## config.mk

```make
export PLATFORM = sky130hd
export DESIGN_NAME = kedl_front
export DESIGN_NICKNAME = d
export VERILOG_FILES = /design/src/rtl/core/kedl_pkg.sv /design/src/rtl/core/kedl_front.sv
export SDC_FILE = /design/constraint.sdc
export NUM_CORES = 2
export LEC_CHECK = 0
export ABC_AREA = 0
export BUFFER_PORTS_ARGS = -buffer_cell sky130_fd_sc_hd__buf_2
export CAP_MARGIN = 20
export CORE_UTILIZATION = 40
export CTS_CLUSTER_SIZE = 30
export DETAILED_ROUTE_END_ITERATION = 6
export PLACE_DENSITY_LB_ADDON = 0.12
export RECOVER_POWER = 50
export SLEW_MARGIN = 10
export SYNTH_ARGS = -nofsm -noshare
export SYNTH_HDL_FRONTEND = slang
export SYNTH_SLANG_ARGS = --single-unit
```

## constraint.sdc

```tcl
create_clock -name clk -period 13.3 [get_ports clk]
set_input_delay 0.665 -clock clk [delete_from_list [all_inputs] [get_ports clk]]
set_output_delay 0.665 -clock clk [all_outputs]
set_load 0.005 [all_outputs]
```

## src/rtl/core/kedl_pkg.sv

```systemverilog
// ----------------------------------------------------------------------------
// Knife-edge diffraction loss package
// Shared widths, region codes, fixed-point constants and the queue item type.
// ----------------------------------------------------------------------------
`default_nettype none

package kedl_pkg;

  localparam int FRAC_BITS = 10;
  localparam int IN_W      = 16;
  localparam int LOSS_W    = 16;
  localparam int RGN_W     = 3;
  localparam int OPND_W    = 34;
  localparam int NEGLOG_W  = 38;

  localparam logic [RGN_W-1:0] RGN_NONE = 3'd0;
  localparam logic [RGN_W-1:0] RGN_NEG  = 3'd1;
  localparam logic [RGN_W-1:0] RGN_LOW  = 3'd2;
  localparam logic [RGN_W-1:0] RGN_MID  = 3'd3;
  localparam logic [RGN_W-1:0] RGN_HIGH = 3'd4;

  localparam logic [31:0] Q32_HALF     = 32'h8000_0000;
  localparam logic [31:0] Q32_0P4      = 32'd1717986918;
  localparam logic [31:0] Q32_0P38     = 32'd1632087572;
  localparam logic [31:0] Q32_0P1184   = 32'd508524128;
  localparam logic [33:0] Q32_SLOPE    = 34'd5886511618;
  localparam logic [33:0] Q32_NLOG0225 = 34'd9242782908;
  localparam logic [22:0] DB_OCT_Q20   = 23'd6313057;

  localparam int ROOT_STEPS = 31;
  localparam int NORM_STEPS = 5;
  localparam int LOG_STEPS  = 32;
  localparam int ROOT_LAT   = ROOT_STEPS + 3;
  localparam int LOG_LAT    = NORM_STEPS + LOG_STEPS;
  localparam int BACK_LAT   = ROOT_LAT + LOG_LAT + 3;

  localparam int FIFO_DEPTH = 4;
  localparam int FIFO_AW    = 2;

  typedef struct packed {
    logic [RGN_W-1:0]  region;
    logic [OPND_W-1:0] opnd;
  } kedl_item_t;

endpackage

`default_nettype wire

```

## src/rtl/core/kedl_front.sv

```systemverilog
// ----------------------------------------------------------------------------
// Diffraction loss front end
// Classifies v into its region and forms the operand that the back end needs.
// ----------------------------------------------------------------------------
`default_nettype none

module kedl_front (
  input  logic                               clk,
  input  logic                               rst,
  input  logic                               in_valid,
  output logic                               in_ready,
  input  logic signed [kedl_pkg::IN_W-1:0]   diff_param,
  output logic                               item_valid,
  input  logic                               item_ready,
  output kedl_pkg::kedl_item_t               item
);
  import kedl_pkg::*;

  localparam int ONE    = 1 << FRAC_BITS;
  localparam int S1     = 30 - FRAC_BITS;
  localparam int C1     = (1 << S1) / 25;
  localparam int C2     = (1 << S1) % 25;
  localparam int K25_SH = 27;
  localparam int K25    = ((1 << K25_SH) + 24) / 25;
  localparam int K25B   = ((1 << 16) + 24) / 25;
  localparam int S2     = 31 - FRAC_BITS;
  localparam int D1     = (1 << S2) / 5;
  localparam int D2     = (1 << S2) % 5;
  localparam int K5     = ((1 << 20) + 4) / 5;

  localparam logic signed [23:0] LIM_NONE = 24'(-4 * ONE);
  localparam logic signed [23:0] LIM_ONE  = 24'(ONE);
  localparam logic signed [23:0] LIM_MID  = 24'(12 * ONE);

  logic signed [23:0] vx;
  logic signed [23:0] v5;
  logic [15:0]        mag;
  logic [15:0]        vu;
  logic [21:0]        a62;
  logic [44:0]        pa;
  logic [47:0]        hi3;
  logic [18:0]        w3;
  logic [49:0]        p2;
  logic [2:0]         region_c;

  logic               s1_valid;
  logic [2:0]         s1_region;
  logic [15:0]        s1_vu;
  logic [21:0]        s1_a62;
  logic [44:0]        s1_pa;
  logic [47:0]        s1_hi3;
  logic [18:0]        s1_w3;
  logic [49:0]        s1_p2;

  logic [17:0]        a25;
  logic [4:0]         b25;
  logic [9:0]         wb;
  logic [4:0]         qb;
  logic [33:0]        t1;
  logic [31:0]        arg1;
  logic [17:0]        lo3;
  logic [47:0]        tenth;
  logic [31:0]        s3;
  logic [33:0]        neg2;
  kedl_item_t         item_c;

  logic               s2_valid;
  kedl_item_t         s2_item;
  logic               en1;
  logic               en2;

  assign vx  = 24'(diff_param);
  assign v5  = (vx <<< 2) + vx;
  assign mag = 16'(-vx);
  assign vu  = diff_param;
  assign a62 = (22'(mag) << 6) - (22'(mag) << 1);
  assign pa  = 45'(a62) * 45'(K25);
  assign hi3 = 48'(vu) * 48'(D1);
  assign w3  = 19'(vu) * 19'(D2) + 19'd2;
  assign p2  = 50'(vu) * 50'(Q32_SLOPE);

  always_comb begin
    if (v5 <= LIM_NONE) begin
      region_c = RGN_NONE;
    end else if (vx < 24'sd0) begin
      region_c = RGN_NEG;
    end else if (vx < LIM_ONE) begin
      region_c = RGN_LOW;
    end else if (v5 < LIM_MID) begin
      region_c = RGN_MID;
    end else begin
      region_c = RGN_HIGH;
    end
  end

  assign en2      = !s2_valid || item_ready;
  assign en1      = !s1_valid || en2;
  assign in_ready = en1;

  always_ff @(posedge clk) begin
    if (rst) begin
      s1_valid <= 1'b0;
      s2_valid <= 1'b0;
    end else begin
      if (en1) begin
        s1_valid <= in_valid;
      end
      if (en2) begin
        s2_valid <= s1_valid;
      end
    end
  end

  always_ff @(posedge clk) begin
    if (en1 && in_valid) begin
      s1_region <= region_c;
      s1_vu     <= vu;
      s1_a62    <= a62;
      s1_pa     <= pa;
      s1_hi3    <= hi3;
      s1_w3     <= w3;
      s1_p2     <= p2;
    end
  end

  assign a25   = 18'(s1_pa >> K25_SH);
  assign b25   = 5'(s1_a62 - 22'(a25) * 22'd25);
  assign wb    = 10'(b25) * 10'(C2) + 10'd12;
  assign qb    = 5'((26'(wb) * 26'(K25B)) >> 16);
  assign t1    = (34'(a25) << S1) + 34'(b25) * 34'(C1) + 34'(qb);
  assign arg1  = Q32_HALF + t1[31:0];
  assign lo3   = 18'((38'(s1_w3) * 38'(K5)) >> 20);
  assign tenth = s1_hi3 + 48'(lo3);
  assign s3    = Q32_0P38 - tenth[31:0];
  assign neg2  = {2'b01, 32'd0} + 34'(s1_p2 >> FRAC_BITS);

  always_comb begin
    item_c.region = s1_region;
    case (s1_region)
      RGN_NEG:  item_c.opnd = 34'(arg1);
      RGN_LOW:  item_c.opnd = neg2;
      RGN_MID:  item_c.opnd = 34'(s3);
      RGN_HIGH: item_c.opnd = 34'(s1_vu);
      default:  item_c.opnd = '0;
    endcase
  end

  always_ff @(posedge clk) begin
    if (en2 && s1_valid) begin
      s2_item <= item_c;
    end
  end

  assign item_valid = s2_valid;
  assign item       = s2_item;

endmodule

`default_nettype wire

```

After elaboration in Yosys (flattened, before gate mapping)
Cells that the tools add are included.
{"block": "word_totals", "ff_bits": 200, "out_inout_bits": 39, "wordCells": 52, "input_bits": 20}
{"block": "op_classes", "order_cmp": 4, "n_eq_ne": 4, "multipliers": 7, "n_reduce_logical": 8, "addsub": 12, "n_mux": 4}
{"op": "34-bit one-hot mux with 4 select lines", "count": 1}
{"op": "22-bit by 22-bit multiplier with 44-bit output, second input constant", "count": 1}
{"op": "16-bit by 32-bit multiplier with 43-bit output, second input constant", "count": 1}
{"op": "19-bit by 16-bit multiplier with 35-bit output, second input constant", "count": 1}
{"op": "33-bit by 34-bit adder with 34-bit output, first input constant", "count": 1}
{"op": "32-bit by 17-bit adder with 32-bit output", "count": 1}
{"op": "32-bit by 2-bit adder with 32-bit output", "count": 1}
{"op": "32-bit by 21-bit adder with 32-bit output", "count": 1}
{"op": "32-bit adder, first input constant", "count": 1}
{"op": "31-bit by 32-bit subtractor with 32-bit output, first input constant", "count": 1}
{"op": "16-bit by 18-bit multiplier with 31-bit output, second input constant", "count": 1}
{"op": "22-bit by 17-bit subtractor with 22-bit output", "count": 1}
{"op": "5-bit by 16-bit multiplier with 21-bit output, second input constant", "count": 1}
{"op": "18-bit by 16-bit adder with 19-bit output", "count": 1}
{"op": "19-bit by 13-bit less-or-equal comparator with 1-bit output, second input constant", "count": 1}
{"op": "19-bit by 15-bit less-than comparator with 1-bit output, second input constant", "count": 1}
{"op": "17-bit by 2-bit adder with 18-bit output, second input constant", "count": 1}
{"op": "18-bit by 5-bit multiplier with 5-bit output, second input constant", "count": 1}
{"op": "6-bit by 11-bit multiplier with 17-bit output, second input constant", "count": 1}
{"op": "16-bit by 1-bit less-than comparator with 1-bit output, second input constant", "count": 1}
{"op": "16-bit by 12-bit less-than comparator with 1-bit output, second input constant", "count": 1}
{"op": "16-bit negation", "count": 1}
{"op": "5-bit by 4-bit adder with 6-bit output, second input constant", "count": 1}
{"op": "3-bit by 2-bit == test with 1-bit output, second input constant", "count": 2}
{"op": "other kinds (11)", "count": 14}

Depth between registers and ports, before layout
{"block": "depth", "ltp_word": 7, "ltp_mapped": 44, "depth_no_buf": 44}

Least setup slack after synthesis
No wires, ideal clock.
{"block": "synth_path", "kind": "register to register", "start": "reg s1_pa[29]", "end": "reg s2_item, in the netlist item[31] (data pin)", "t_arrival_ps": 9267, "path_stages_with_launch": 42, "period_less_slack_ps": 9544, "required_ps": 13023, "setup_ps": 277, "n_path_buf": 1, "path_slack_ps": 3756, "cell_sequence": "edfxtp_1 > clkbuf_1 > inv_1 > ha_1 > or2_2 > fa_1 > xor2_1 > inv_1 > ha_1 > xnor2_1 > inv_1 > fa_1 > fa_1 > fa_1 > inv_1 > ha_1 > a21o_1 > a21o_1 > [... 6 more ...] > xor2_1 > fa_1 > inv_1 > ha_1 > ha_1 > ha_1 > inv_1 > fa_1 > nor2b_1 > o21a_1 > o21ai_0 > a21oi_1 > a211oi_1 > o311a_1 > nor3_2 > nand3_1 > xnor2_1 > o221ai_1"}
{"block": "synth_between", "elab_chain_len": 7, "elab_cells_between_ends": 9, "classes_between": "add/sub (5); mul (3); mux (1)"}
{"element": "from (decl)", "line_no": "kedl_front.sv:50", "text": "logic [44:0] s1_pa;"}
{"element": "from (signal assigned)", "line_no": "kedl_front.sv:119", "text": "s1_pa <= pa;"}
{"element": "18-bit by 5-bit multiplier with 5-bit output", "line_no": "kedl_front.sv:127", "text": "assign b25 = 5'(s1_a62 - 22'(a25) * 22'd25);"}
{"element": "5-bit subtractor", "line_no": "kedl_front.sv:127"}
{"element": "5-bit by 16-bit multiplier with 21-bit output / 5-bit by 4-bit adder with 6-bit output (equally long branches)", "line_no": "kedl_front.sv:130, kedl_front.sv:128"}
{"element": "32-bit by 21-bit adder with 32-bit output / 6-bit by 11-bit multiplier with 17-bit output (equally long branches)", "line_no": "kedl_front.sv:130, kedl_front.sv:129"}
{"element": "32-bit by 2-bit adder with 32-bit output *", "line_no": "kedl_front.sv:130", "text": "assign t1 = (34'(a25) << S1) + 34'(b25) * 34'(C1) + 34'(qb);"}
{"element": "32-bit adder *", "line_no": "kedl_front.sv:131", "text": "assign arg1 = Q32_HALF + t1[31:0];"}
{"element": "34-bit one-hot mux with 4 select lines *", "line_no": "kedl_front.sv:139", "text": "case (s1_region)"}
{"element": "to (signal assigned)", "line_no": "kedl_front.sv:150", "text": "s2_item <= item_c;"}
{"element": "to (decl)", "line_no": "kedl_front.sv:68", "text": "kedl_item_t s2_item;"}
Mark *: on every way between the ends. The rest lies on a longest branch, timed or not.
A chain may end at the register's enable or synchronous reset.

Worst setup path after layout
{"block": "layout_path", "start": "in diff_param[0] in the netlist's numbering", "end": "reg s1_pa[38] (data pin)"}
{"block": "layout_between", "elab_chain_len": 3}
{"element": "from (decl)", "line_no": "kedl_front.sv:12", "text": "input logic signed [kedl_pkg::IN_W-1:0] diff_param,"}
{"element": "16-bit negation", "line_no": "kedl_front.sv:74", "text": "assign mag = 16'(-vx);"}
{"element": "22-bit by 17-bit subtractor with 22-bit output", "line_no": "kedl_front.sv:76", "text": "assign a62 = (22'(mag) << 6) - (22'(mag) << 1);"}
{"element": "22-bit by 22-bit multiplier with 44-bit output", "line_no": "kedl_front.sv:77", "text": "assign pa = 45'(a62) * 45'(K25);"}
{"element": "via pa[38]", "line_no": "kedl_front.sv:40", "text": "logic [44:0] pa;"}
The timed path passes the listed nets, and every way through them passes these cells.

==> reports/metrics.yaml <==
start_util_pct: 40.7
via_count: 23100
drv_cap: 5
die_w_um: 292
antenna_found_initial: 7
clockBufferDepth: 2
synth.most_common_cell: "inv_1"
worstPathArrival_ns: 11.72
status: "complete, but fails checks"
num-nets-final: 4553
gp_congestion: 0.952
synth_top_area_cell: "fa_1"
violations: "max-capacitance violations, max-slew violations"
netlist_instances: 3236
grt_pass1_vias: 24700
clock-skew-final_ns: 0.0142
fmax_mhz: 86.9
yosys_warnings: 0
drtIter0Drc: 1482
firstDrtPassIters: 6
final_antenna_net_count: 0
ctsResizeCount: 0
min_period_ns: 11.51
crit_path_start_kind: "input pin"
route.detailed.drc: 0
fin_crit_sh_pct: 86.6
ctsHoldBuffers: 0
yosysTopAreaCellShare_pct: 29.2
ys_seq_area_share_pct: 13.6
rsz0062_at_grt: "no"
maxSlewHeadroom_pct: -183
cpPeakStageDelay_ns: 2.06
required_ns: 13.50
ios: 59
setup_viol: 0
portBuffers: 58
design_area_um2: 35700
critPathSlowestCell: "clkbuf_1"
grt_max_degree: 78
ys_ff_latch: 153
post_cts_buffers: 0
clockRootBuffer: "clkbuf_16"
tightest_slew_ns: 4.25
cts.htree.levels: 4
grt_overflow: 0
crit_family: "adder cells"
clkLatencyLatePin_ns: 0.46
drive_gt1_share_pct: 3.04
place_hpwl_um: 86000
grt_use_total_pct: 23.7
row_count: 105
syn-num-nets: 4478
hp-class: "input pin to flop"
numCtsBuffers: 17
tns_ns: 0
critPathKind: "input pin to flop"
crit_fanout: 28
die_h_um: 292
crit_path_frequent_cell: "fa_1"
hold_violations: 0
grt_first_pass_wirelength_um: 151000
top_layer_used: "met5"
wl_met2_um: 45100
routed_wl_um: 98600
cts_tree: "built"
coreArea_um2: 82500
cp-end-kind: "flop"
syn2layout_area_growth_pct: 6.57
finalMaxSlewViolations: 202
synth_area_um2: 33500
synth.top_cells.by_count: "742 x inv_1, 732 x ha_1, 490 x fa_1"
placed_cell_area_um2: 35200
ys.flop_type: "edfxtp_1"
synthArstFlopShare_pct: 0
cts.sinks: 153
vias_per_cell: 5.25
syn_avg_cell_area_um2: 10.4
crit_buf_inv: 5
die-area_um2: 85000
synth_top_cells_by_area: "fa_1 29%, ha_1 27%, edfxtp_1 14%"
yosysUniqueCellTypes: 75
met1_length_um: 47600
wl_per_cell_um: 22.4
wl_met3_um: 4220
synth_edf_count: 151
path_clk_slew_ns: 0.07
-- registers in the layout, summed over array words and instances, names as in the netlist --
register    count
s1_a62          3
item           37
s1_p2          34
item_valid      1
s1_valid        1
s1_vu          16
s1_hi3         30
s1_region       3
s1_pa          12
s1_w3          16
-- worst register-to-register path, delay by kind of cell, from the launching register on --
kind	cells	cell delay, ns
AO/OA/AOI/OAI	13	2.32
XOR/XNOR	4	1.63
adder cells (fa/ha/maj)	13	4.52
flip-flops	1	0.44
AND/OR/NAND/NOR	4	0.68
buffers and inverters	7	0.89
-- per-stage QoR --
stage / worst slack (ns) / hold WS [ns] / instances / utilization [%]
after floorplan: 3.76 / 0.424 / 3236 / -
after global placement: 2.55 / 0.502 / 4360 / 42.7
after detailed placement: 2.48 / 0.517 / 4360 / 42.7
after CTS: 2.41 / 0.350 / 4392 / 43.4
after global routing: 1.08 / 0.355 / 4394 / 43.3
final: 1.79 / 0.378 / 4397 / 43.3
-- per-layer routing --
metal / GRT usage (%) / vias to the layer above
met5: 0 / -
met4: 4.74 / 4
met3: 2.70 / 67
met2: 37.9 / 492
met1: 34.5 / 11700
li1: - / 10800
-- cell usage in the layout (no fill, tap or decap), types with 8 or more instances in the layout --
cell       synthesis  final
a211oi_1          14     14
a21o_1            63     63
a21oi_1          132    132
a22oi_1           24     24
a31oi_1            9      9
and3_1            15     15
buf_2              0     23
buf_4              0      9
clkbuf_1          17     43
clkbuf_16          0     17
edfxtp_1         151    151
fa_1             490    490
ha_1             732    732
inv_1            742    742
nand2_1          108    108
nand2b_1          24     24
nand3_1           40     40
nand4_1           15     15
nor2_1            91     91
nor2b_1           27     27
nor3_1            31     31
o21a_1            18     18
o21ai_0           76     76
o21ai_1            8      8
o21bai_1          23     23
o221ai_1          10     10
o22ai_1           10     10
or3_1              9      9
xnor2_1          159    159
xor2_1            66     66
-- cell type report --
class	instances	area [um^2]
well taps	1070	1340
clock inverters	15	158
multi-input cells	2322	26100
repair buffers	75	344
diodes	3	7.51
flip-flops and latches	153	4570
fillers	7975	46800
inverters	742	2790
clock buffers	17	425
-- final timing paths --
| check | startpoint | to | slack [ns] | depth (start not counted) |
|---|---|---|---|---|
| max reg2reg | s1_vu[0]$_DFFE_PP_ | item[31]$_SDFFCE_PN0P_ | 2.52 | 41 |
| min | rst | s1_valid$_SDFFE_PP0N_ | 0.38 | 2 |
| min reg2reg | s1_valid$_SDFFE_PP0N_ | item_valid$_SDFFE_PP0P_ | 0.52 | 2 |
| max | diff_param[0] | s1_pa[38]$_DFFE_PP_ | 1.79 | 33 |
-- cell families (layout without fill, tap and decap cells) --
family	Yosys count	count (layout)	share of synthesized area (%)
buf+inv	761	849	8.52
compound gates	471	471	9.41
mux	5	5	0.149
simple gates	398	398	5.81
flops	153	153	13.6
xor+xnor	226	226	5.92
fa+ha+maj	1222	1222	56.6
other cells	0	3	0
Power is not shown: default switching activity piles up to over one toggle a cycle in this logic, so the estimate is an artifact.
