$ cat config.mk
export PLATFORM = sky130hd
export DESIGN_NAME = kedl_fifo
export DESIGN_NICKNAME = d
export VERILOG_FILES = /design/src/rtl/core/kedl_pkg.sv /design/src/rtl/core/kedl_fifo.sv
export SDC_FILE = /design/constraint.sdc
export NUM_CORES = 1
export LEC_CHECK = 0
export ABC_CLOCK_PERIOD_IN_PS = 2400
export BUFFER_PORTS_ARGS = -buffer_cell sky130_fd_sc_hd__buf_2
export CORE_ASPECT_RATIO = 0.75
export CORE_MARGIN = 3
export CORE_UTILIZATION = 56
export DETAILED_ROUTE_END_ITERATION = 6
export PLACE_DENSITY = 0.78
export SKIP_CTS_REPAIR_TIMING = 1
export SYNTH_ARGS = -nofsm -noshare
export SYNTH_HDL_FRONTEND = slang
export SYNTH_SLANG_ARGS = --single-unit
$ cat constraint.sdc
create_clock -name clk -period 2.4 [get_ports clk]
set_input_delay 0.6 -clock clk [delete_from_list [all_inputs] [get_ports clk]]
set_output_delay 0.6 -clock clk [all_outputs]
set_load 0.01 [all_outputs]
$ cat src/rtl/core/kedl_pkg.sv
// ----------------------------------------------------------------------------
// Knife-edge diffraction loss package
// Shared widths, region codes, fixed-point constants and the queue item type.
// ----------------------------------------------------------------------------
`default_nettype none

package kedl_pkg;

  localparam int FRAC_BITS = 10;
  localparam int IN_W      = 16;
  localparam int LOSS_W    = 16;
  localparam int RGN_W     = 3;
  localparam int OPND_W    = 34;
  localparam int NEGLOG_W  = 38;

  localparam logic [RGN_W-1:0] RGN_NONE = 3'd0;
  localparam logic [RGN_W-1:0] RGN_NEG  = 3'd1;
  localparam logic [RGN_W-1:0] RGN_LOW  = 3'd2;
  localparam logic [RGN_W-1:0] RGN_MID  = 3'd3;
  localparam logic [RGN_W-1:0] RGN_HIGH = 3'd4;

  localparam logic [31:0] Q32_HALF     = 32'h8000_0000;
  localparam logic [31:0] Q32_0P4      = 32'd1717986918;
  localparam logic [31:0] Q32_0P38     = 32'd1632087572;
  localparam logic [31:0] Q32_0P1184   = 32'd508524128;
  localparam logic [33:0] Q32_SLOPE    = 34'd5886511618;
  localparam logic [33:0] Q32_NLOG0225 = 34'd9242782908;
  localparam logic [22:0] DB_OCT_Q20   = 23'd6313057;

  localparam int ROOT_STEPS = 31;
  localparam int NORM_STEPS = 5;
  localparam int LOG_STEPS  = 32;
  localparam int ROOT_LAT   = ROOT_STEPS + 3;
  localparam int LOG_LAT    = NORM_STEPS + LOG_STEPS;
  localparam int BACK_LAT   = ROOT_LAT + LOG_LAT + 3;

  localparam int FIFO_DEPTH = 4;
  localparam int FIFO_AW    = 2;

  typedef struct packed {
    logic [RGN_W-1:0]  region;
    logic [OPND_W-1:0] opnd;
  } kedl_item_t;

endpackage

`default_nettype wire

$ cat src/rtl/core/kedl_fifo.sv
// ----------------------------------------------------------------------------
// Diffraction loss request queue
// Short show-ahead queue that decouples the front end from the back end.
// ----------------------------------------------------------------------------
`default_nettype none

module kedl_fifo (
  input  logic                  clk,
  input  logic                  rst,
  input  logic                  in_valid,
  output logic                  in_ready,
  input  kedl_pkg::kedl_item_t  in_item,
  output logic                  out_valid,
  input  logic                  out_ready,
  output kedl_pkg::kedl_item_t  out_item
);
  import kedl_pkg::*;

  kedl_item_t           slots [FIFO_DEPTH];
  logic [FIFO_AW-1:0]   wr_ptr;
  logic [FIFO_AW-1:0]   rd_ptr;
  logic [FIFO_AW:0]     count;
  logic [FIFO_AW:0]     count_next;
  logic                 push;
  logic                 pop;

  assign in_ready  = count != (FIFO_AW + 1)'(FIFO_DEPTH);
  assign out_valid = count != '0;
  assign push      = in_valid && in_ready;
  assign pop       = out_valid && out_ready;
  assign out_item  = slots[rd_ptr];

  always_comb begin
    count_next = count;
    if (push && !pop) begin
      count_next = count + 1'b1;
    end else if (pop && !push) begin
      count_next = count - 1'b1;
    end
  end

  always_ff @(posedge clk) begin
    if (rst) begin
      wr_ptr <= '0;
      rd_ptr <= '0;
      count  <= '0;
    end else begin
      count <= count_next;
      if (push) begin
        wr_ptr <= wr_ptr + 1'b1;
      end
      if (pop) begin
        rd_ptr <= rd_ptr + 1'b1;
      end
    end
  end

  always_ff @(posedge clk) begin
    if (push) begin
      slots[wr_ptr] <= in_item;
    end
  end

endmodule

`default_nettype wire

# After elaboration in Yosys (flattened, before gate mapping)
# Memories as Yosys holds them, arrays and structs flattened. A register that Yosys moved wholly into a read port is not among the register bits.
# Index checks and enable logic that the tools add are counted.
op_classes:
  n_addsub: 4
  multipliers: 0
  div: 0
  order_cmp: 0
  eq_ne: 1
  shift: 0
  muxes: 6
  n_bitwise: 0
  reduce_logical: 8
op_table:
  columns: ["operator", "count"]
  rows:
  - ["$mux 3", 2]
  - ["$add 2x1->2 const B", 2]
  - ["$logic_and 1x1->1", 4]
  - ["$mux 2", 2]
  - ["$add 3x1->3 const B", 1]
  - ["$ne 3x3->1 const B", 1]
  - ["$reduce_bool 3->1", 1]
  - ["$sub 3x1->3 const B", 1]
  - ["$logic_not 1->1", 2]
  - ["$mux 1", 2]
  - ["$reduce_bool 2->1", 1]
totals:
  ff_bits: 7
  latchBits: 0
  ram_bits: 148
  mem_bits_ro: 0
  input_bits: 41
  out_inout_bits: 39
  wordCells: 23
  n_memories: 1
memory_table:
  columns: ["memory", "words", "word_bits", "read_ports", "rd_ports_with_merged_regs", "write_ports", "line_no", "rtl"]
  rows:
  - ["slots", 4, 37, 1, 1, 1, "kedl_fifo.sv:19", "kedl_item_t slots [FIFO_DEPTH];"]

# Logic depth before layout (Yosys ltp)
# Gate-level depths: netlist (run 1).
logic_depth:
  word_depth: 6
  depth_mapped: 8

# Worst setup path after synthesis (run 1)
# OpenSTA, ideal clock, no wires.
synth_timing:
  path_type: "input to register"
  startpoint: "input port in_valid"
  endpoint: "memory slots[2][0] in the netlist's numbering, enable pin"
  t_arrival_ns: 1.807
  required_time_ns: 2.002
  setup_slack_ns: 0.195
  cell_stages: 2
  path_buffers: 0
  path_cell_list: "a21boi_2 > and2_1"
synth_between:
  elab_chain_len: 3
synth_rtl:
  columns: ["item", "line_no", "rtl"]
  rows:
  - ["from (decl)", "kedl_fifo.sv:10", "input logic in_valid,"]
  - ["$logic_and 1x1->1", "kedl_fifo.sv:29", "assign push = in_valid && in_ready;"]
  - ["$mux 1", "kedl_fifo.sv:59", "if (push) begin"]
  - ["$mux 1 (implied by the code)", "kedl_fifo.sv:60", "slots[wr_ptr] <= in_item;"]
  - ["to (decl)", "kedl_fifo.sv:19", null]
# No other way between the ends.

==> impl.org, run 1 <==
** Synthesis
- When the netlist entered floorplanning its net count stood at 288.
- Area fraction in compound gates after synthesis :: 0.640%
- In the synthesized netlist, mux cells make up 15.2% of the area.
- Post-synthesis share of cell area spent on full adders, half adders and majority gates :: 1.41%
- During synthesis, Yosys emitted a total of 0 warnings.
- Gate count of the mapped netlist :: 241
- Number of different library cells in the post-synthesis netlist :: 25
- The synthesized netlist devotes 1.43% of its cell area to simple gates.
- In this run the mean area of a mapped cell was 24.3 um^2.
- The mapped netlist covers 5860 um^2.
- By area, the combinational part of the netlist is dominated by multiplexers.
- Post-synthesis sequential area ratio :: 78.9%
- Counting flops and latches in the post-synthesis netlist gives 157.
- Fraction of synthesized cell area in xor and xnor cells :: 0.598%

** Clock network
- Total number of H-tree levels :: 4
- Insertion delay to the later sink of the worst-skew pair :: 410 ps
- TritonCTS created 17 clock buffers.
- Clock-pin slew was measured on the worst setup and hold paths at 60 ps.
- Number of sinks driven by the clock tree :: 157
- The clock passes through at most 2 buffers.
- TritonCTS built the clock tree.
- Root Buffer :: sky130_fd_sc_hd__clkbuf_16

** Worst setup path
- The startpoint identified for the worst register-to-register timing path is count[0]$_SDFFE_PP0P_.
- Reg2reg end :: count[2]$_SDFFE_PP0P_
- WP data arrival :: 1790 ps
- Counting cells, the worst reg-to-reg path comes to 7.
- The slowest stage of the critical path is the sky130_fd_sc_hd__mux4_1 cell.
- The critical path in this run is classified as flip-flop to primary output.
- Crit path launch type :: flip-flop
- In this run the register-to-register setup slack is 260 ps.
- Along the worst path, the maximum fanout reaches 14.
- Kind of cell adding the most delay to the critical path :: multiplexers
- For this run, the slowest stage of the critical path takes 590 ps.
- Combined buffer and inverter count along the critical path :: 2
- Setup crit end kind :: primary output
- The critical path goes through buf_12 > mux4_1 > buf_2.
- CP Data Required Time :: 1800 ps

** Timing
- In this run the tightest slew margin relative to its limit is 70.5%.
- Final worst path period share :: 99.4%
- Unrepaired setup endpoints after global routing :: true
- The count of final max-slew check failures was 0.
- The clock period could shrink to 2390 ps.
- Maximum clock rate :: 419 MHz
- On the final layout, the worst clock skew is 5.32 ps.
- Slew at the pin with the worst max-slew slack :: 437 ps
- Setup violations remaining at the end of the flow were counted as 0.
- The number of hold-slack violations in the final timing report is 0.

** Route
- ANT nets after route :: 0
- For this run, design rule violations remaining after detail routing come to 0.
- Before antenna repair, the detailed router went through 4 iterations.
- After detailed routing, the average wire length per cell comes to 19.5 um.
- In the routed layout, each cell is associated on average with a via count of 5.49.
- The routed layout has 2701 vias.
- Initial DRC Count :: 143
- Final routed wirelength across all metal layers :: 9.60 mm

** Finish
- For this run, the share of the core covered by cells in the final layout is 71.6%.
- The area growth from synthesis to layout is 21.4%.
- At the end of the flow, the number of nets in the layout was 394.
- Layout filler cell count :: 626
- In the final layout, the share of cells above drive strength 1 is 46.1%.
- Number of cells in the finished layout apart from fillers :: 492
- Antenna fix cells :: 0

** Floorplan
- For this design the top-level I/O count stands at 80.
- Initial core utilization :: 59.0%
- Width of the chip :: 124 um
- The floorplan has 31 rows.
- Vertical die dimension :: 94.6 um
- Core region area :: 9930 um^2
- Area of the die :: 11700 um^2

** Placement
- The congestion estimate from routability-driven global placement came to 0.698.
- Count of input and output buffers :: 79
- The wire-length estimate of the detail-placed layout is 5.84 mm.
- Once placement completed, the tool counted placed cells totaling 456.

** GRT
- Initial antenna violation count :: 1
- GRT overflow :: 0
- Vias in the first global route :: 2792
- GR Util All Layers :: 17.9%
- The first global-routing pass estimated 14.7 mm of wire.
- Largest net degree at the start of global routing :: 25

** Power and ir drop
- Power per standard cell area :: 1100 nW/um^2
- Maximum ir drop on the vdd rail :: 925 uV
- The analysis attributes to cell leakage a power of 2.49 nW.

** Hold path
- Along the worst hold path, the cell count comes to 1.
- The worst hold path belongs to the class input port to flip-flop.
- In this run the most critical hold path is launched from in_item[20].
- Capture endpoint of the worst hold path :: slots[0][20]$_DFFE_PP_

** Run status
- Run status :: completed

** Job
- The tool flagged a number of max-cap violations equal to 0.
Yosys cell counts:
cell                         n  area [um^2]
sky130_fd_sc_hd__a21boi_2    1         11.3
sky130_fd_sc_hd__a21oi_1     1         5.00
sky130_fd_sc_hd__and2_1      4         25.0
sky130_fd_sc_hd__buf_12      3         60.1
sky130_fd_sc_hd__buf_2       3         15.0
sky130_fd_sc_hd__buf_6       1         11.3
sky130_fd_sc_hd__clkbuf_1    1         3.75
sky130_fd_sc_hd__clkbuf_2    1         5.00
sky130_fd_sc_hd__dfxtp_1     9          180
sky130_fd_sc_hd__edfxtp_1  148         4440
sky130_fd_sc_hd__fa_1        1         20.0
sky130_fd_sc_hd__ha_1        5         62.6
sky130_fd_sc_hd__inv_1       3         11.3
sky130_fd_sc_hd__mux2_2      1         11.3
sky130_fd_sc_hd__mux2i_1     2         20.0
sky130_fd_sc_hd__mux4_1      7          184
sky130_fd_sc_hd__mux4_2     30          676
sky130_fd_sc_hd__nand2_1     1         3.75
sky130_fd_sc_hd__nand2b_1    2         12.5
sky130_fd_sc_hd__nor2_1      8         30.0
sky130_fd_sc_hd__o21ai_0     1         5.00
sky130_fd_sc_hd__o311ai_0    1         8.76
sky130_fd_sc_hd__o31ai_1     1         7.51
sky130_fd_sc_hd__or3_1       2         12.5
sky130_fd_sc_hd__xor2_1      4         35.0
metal layers:
layer	vias up	track usage (%)	share of wire [%]
met5	-	0	0.10
li1	1224	-	-
met4	2	6.29	1.2
met2	74	28.8	50
met1	1384	22.1	42
met3	17	7.43	6.8
power breakdown:
| part | switching [mW] | internal (mW) | leakage [nW] |
|---|---|---|---|
| clock network | 1.02 | 1.60 | 0.295 |
| logic | 0.861 | 0.918 | 0.766 |
| registers | 0.121 | 3.34 | 1.43 |
worst reg2reg max path, stage by stage (launching register included):
cell and delay (ps):
sky130_fd_sc_hd__dfxtp_1 370, sky130_fd_sc_hd__o31ai_1 370, sky130_fd_sc_hd__ha_1 250, sky130_fd_sc_hd__inv_1 70, sky130_fd_sc_hd__fa_1 380, sky130_fd_sc_hd__xor2_1 170, sky130_fd_sc_hd__or3_1 320, sky130_fd_sc_hd__a21oi_1 150
registers in the layout, summed over array words and instances (netlist names), named ones only:
| signal | count |
|---|---|
| slots | 148 |
| count | 3 |
| wr_ptr | 2 |
| rd_ptr | 2 |
area by class of cell:
class	instances	area, um^2	share of cell area (%)
Sequential cell	157	4630	65.1
Multi-Input combinational cell	72	1130	16.0
Timing Repair Buffer	96	561	7.88
Clock buffer	22	539	7.58
Tap cell	132	165	2.32
Clock inverter	10	72.6	1.02
Inverter	3	11.3	0.158
metrics by stage:
step                worst slack (ps)  area (um^2)  total power [mW]  TNS, ps  hold slack, ps
finish                          13.3         7110              7.85        0             402
global route                   -41.7         7110              8.21     -121             383
CTS                             -115         7070              7.89    -1580             380
detailed placement               199         6460              5.26        0             515
global placement                 294         6460              5.21        0             499
floorplan                        195         5860              4.68        0             482
worst max path at each step:
| stage | startpoint | to | slack [ps] | depth (start not counted) |
|---|---|---|---|---|
| 4_1_cts | flip-flop | out_item[32] | -120 | 3 |
| 5_1_grt | flip-flop | out_item[35] | -40 | 3 |
| 3_3_place_gp | out_ready | count[2]$_SDFFE_PP0P_ | 290 | 8 |
| 2_1_floorplan | in_valid | slots[2][0]$_DFFE_PP_ | 200 | 2 |
| 3_5_place_dp | out_ready | count[2]$_SDFFE_PP0P_ | 200 | 8 |
| 6_report | flip-flop | out_item[35] | 10 | 3 |
cells in the final DEF, fill, tap and decap left out, types with 2 or more instances in the layout:
| cell type | n |
|---|---|
| sky130_fd_sc_hd__clkbuf_16 | 21 |
| sky130_fd_sc_hd__inv_1 | 3 |
| sky130_fd_sc_hd__mux2i_1 | 2 |
| sky130_fd_sc_hd__mux4_1 | 7 |
| sky130_fd_sc_hd__xor2_1 | 4 |
| sky130_fd_sc_hd__clkinv_4 | 3 |
| sky130_fd_sc_hd__clkinvlp_4 | 3 |
| sky130_fd_sc_hd__buf_2 | 77 |
| sky130_fd_sc_hd__nor2_1 | 8 |
| sky130_fd_sc_hd__or3_1 | 2 |
| sky130_fd_sc_hd__dfxtp_1 | 7 |
| sky130_fd_sc_hd__ha_1 | 5 |
| sky130_fd_sc_hd__mux4_2 | 30 |
| sky130_fd_sc_hd__nand2b_1 | 2 |
| sky130_fd_sc_hd__clkinv_2 | 3 |
| sky130_fd_sc_hd__buf_6 | 2 |
| sky130_fd_sc_hd__buf_12 | 2 |
| sky130_fd_sc_hd__edfxtp_1 | 148 |
| sky130_fd_sc_hd__buf_4 | 15 |
| sky130_fd_sc_hd__and2_2 | 4 |
cell families after synthesis:
family / Yosys count
mux: 40
buf+inv: 12
fa+ha+maj: 6
xor+xnor: 4
simple gates: 17
compound gates: 5
flops: 157
No activity file was read; power rests on OpenSTA's default activity.
==> run 2: changes to the inputs <==
- ABC_CLOCK_PERIOD_IN_PS: 2400 -> 2100
- CORE_UTILIZATION: 56 -> 51
- CTS_CLUSTER_DIAMETER: default -> 60
- PLACE_DENSITY: 0.78 -> 0.75
- clock period: 2.4 -> 2.1 ns (I/O delays scaled with it)
==> run 2 against run 1 <==
Against the previous run: the run now ends with setup timing left; combinational power grew 41%; non-clock buffer count increased by 1; clock skew is 2.9 ps higher; core utilization decreased by 5.1 points; critical path depth is the same; total power rose by 20%; worst setup slack got worse by 160 ps; cell count is 1.6% higher; via count is 0.41% higher; global-route usage shrank 1.7 points; routed wire length is 5.5% higher; critical path type unchanged; highest routed layer is now met4.
==> impl.org, run 2 (synthesis gave the netlist of run 1 again) <==
** GRT
- The overall track demand over capacity in global routing came to 16.2% (was 17.9%).
- The total congestion overflow is 0 (unchanged).
- The wire length of the first global-routing pass came to 15.2 mm (was 14.7 mm).
- Initial antenna violation count :: 0 (was 1)
- Largest net degree at the start of global routing :: 24 (was 25)
- Vias in the first global route :: 2926 (was 2792)

** Placement
- Post-DP HPWL :: 5.99 mm (was 5.84 mm)
- The worst slack at placement is -65.2 ps (was 199 ps).
- The number of input and output port buffers inserted is 79 (unchanged).
- Global placement routability congestion :: 0.715 (was 0.698)
- Post-placement cell count :: 465 (was 456)

** Clock network
- The clock tree from TritonCTS is yes (unchanged).
- CTS Buf Count :: 17 (unchanged)
- The source-to-sink clock delay at the later pin of the worst-skew pair is 410 ps (about the same).
- The TritonCTS sink count is 157 (unchanged).
- Number of buffers on the longest clock path :: 2 (unchanged)
- Total number of H-tree levels :: 4 (unchanged)
- Root Buffer :: sky130_fd_sc_hd__clkbuf_16 (unchanged)
- CTS clock-pin slew for the worst setup and hold paths :: 60 ps (about the same)

** Floorplan
- Vertical die dimension :: 98.8 um (was 94.6 um)
- The number of top-level pins is 80 (unchanged).
- Standard-cell row count :: 33 (was 31)
- The die outline width came to 130 um (was 124 um).
- The area of the core came to 11100 um^2 (was 9930 um^2).
- Area of the die :: 12800 um^2 (was 11700 um^2)
- The starting density of the core is 53.0% (was 59.0%).

** Finish
- The number of cells in the finished layout apart from fillers is 500 (was 492).
- Antenna fix cells :: 0 (unchanged)
- Largest register FFs :: 148 (unchanged)
- Share of post-route cells with drive strength above 1 :: 47.8% (was 46.1%)
- Most flops, register :: slots (unchanged)
- Growth of design area from synthesis to finish :: 25.6% (was 21.4%)
- Leading cell types in the layout, fill and taps excluded :: 148 x sky130_fd_sc_hd__edfxtp_1, 56 x sky130_fd_sc_hd__buf_2, 37 x sky130_fd_sc_hd__mux4_2 (was 148 x sky130_fd_sc_hd__edfxtp_1, 77 x sky130_fd_sc_hd__buf_2, 30 x sky130_fd_sc_hd__mux4_2)
- Commonest non-fill, non-tap cell in the layout :: sky130_fd_sc_hd__edfxtp_1 (unchanged)
- Registers with the most flip-flops :: slots (148), count (3) (unchanged)
- Number of nets at the end of the flow :: 395 (was 394)

** Timing
- The minimum hold slack came to 324 ps (was 402 ps).
- The count of final max-slew check failures is 0 (unchanged).
- The normalized max-slew margin was 68.5% (was 70.5%).
- Based on the critical path, the design can be clocked at up to 444 MHz.
- The setup slack of the critical path after layout is -150 ps (was 13.3 ps).
- The number of failing setup endpoints in the final timing report was 37 (was 0).
- The worst clock skew on the final layout came to 8.20 ps (was 5.32 ps).
- The slew at the pin with the worst max-slew slack is 467 ps (was 437 ps).
- Unrepaired setup endpoints after global routing: true (unchanged).
- Final worst path period share :: 107%
- The number of hold-slack violations in the final timing report is 0 (unchanged).
- Clock period minus final worst setup slack :: 2250 ps

** Run status
- Run status :: finished with violations (was completed)
- Violations in the final reports :: setup timing

** Route
- The number of DRC violations after detailed-routing iteration 0 was 214 (was 143).
- Via count :: 2712 (was 2701)
- The remaining number of nets flagged by the antenna check after routing is 0 (unchanged).
- Detailed Routing Iterations Pass 1 :: 5 (was 4)
- Detailed-route wire length per cell :: 20.2 um (was 19.5 um)
- The overall routed net length was 10.1 mm (was 9.60 mm).
- The detail-routed via count per cell was 5.42 (was 5.49).
- Number of remaining DRC errors :: 0 (unchanged)

** Worst setup path
- The type of the worst setup path is flip-flop to primary output (unchanged).
- CP Data Required Time :: 1570 ps (was 1800 ps)
- The maximum net fanout on the critical path came to 6 (was 14).
- Setup crit end kind :: primary output (unchanged)
- WP data arrival :: 1730 ps (was 1790 ps)
- The critical path launch point type is a flip-flop (unchanged).

** Power and ir drop
- Static leakage :: 2.53 nW (was 2.49 nW)
- Power per standard cell area :: 1290 nW/um^2 (was 1100 nW/um^2)
- Maximum ir drop on the vdd rail :: 739 uV (was 925 uV)

** Hold path
- The type of the worst min-delay path was input port to flip-flop (unchanged).

** Job
- Max cap viols :: 0 (unchanged)
==> run 2: area by class of cell <==
class,instances,area (um^2)
Clock buffer,21,440
Fill cell,716,3710
Tap cell,140,175
Multi-Input combinational cell,72,1120
Clock inverter,10,141
Timing Repair Buffer,97,831
Sequential cell,157,4630
Inverter,3,11.3
==> run 2: stage by stage <==
stage	TNS (ps)	power, mW	area, um^2	utilization (%)
finish	-4470	9.46	7360	66.5
global route	-6630	9.88	7360	66.5
CTS	-5420	9.06	7130	64.4
detailed placement	-65.2	6.07	6550	59.2
global placement	0	6.03	6550	59.2
floorplan	0	5.35	5870	-
==> run 2: path summary, 6_finish.rpt <==
| check | from | to | slack (ps) | depth (start not counted) |
|---|---|---|---|---|
| max | flip-flop | out_item[19] | -150 | 3 |
| min | in_item[0] | slots[0][0]$_DFFE_PP_ | 320 | 1 |
| max reg2reg | count[1]$_SDFFE_PP0P_ | count[2]$_SDFFE_PP0P_ | 90 | 7 |
| min reg2reg | wr_ptr[1]$_SDFFE_PP0P_ | wr_ptr[1]$_SDFFE_PP0P_ | 540 | 2 |
==> run 2: per-layer routing <==
metal  share of wire, %  global-route usage [%]  vias up  wire length, um
met2                 51                    26.9       85             5190
met4               0.69                    5.03        0               70
met1                 42                    19.9     1394             4240
met5                  0                       0        -                0
li1                   -                       -     1226                -
met3                6.1                    6.18        7              617
==> run 2: power by group <==
group / switching [mW] / internal (mW) / total [mW]
Clock: 1.12 / 1.86 / 2.98
Sequential: 0.159 / 3.82 / 3.98
Combinational: 1.08 / 1.43 / 2.51
==> run 2: worst max-delay path: stages, from the launching register on <==
cell and delay (ps):
sky130_fd_sc_hd__dfxtp_4 450, sky130_fd_sc_hd__clkbuf_16 190, sky130_fd_sc_hd__mux4_2 520, sky130_fd_sc_hd__buf_6 140
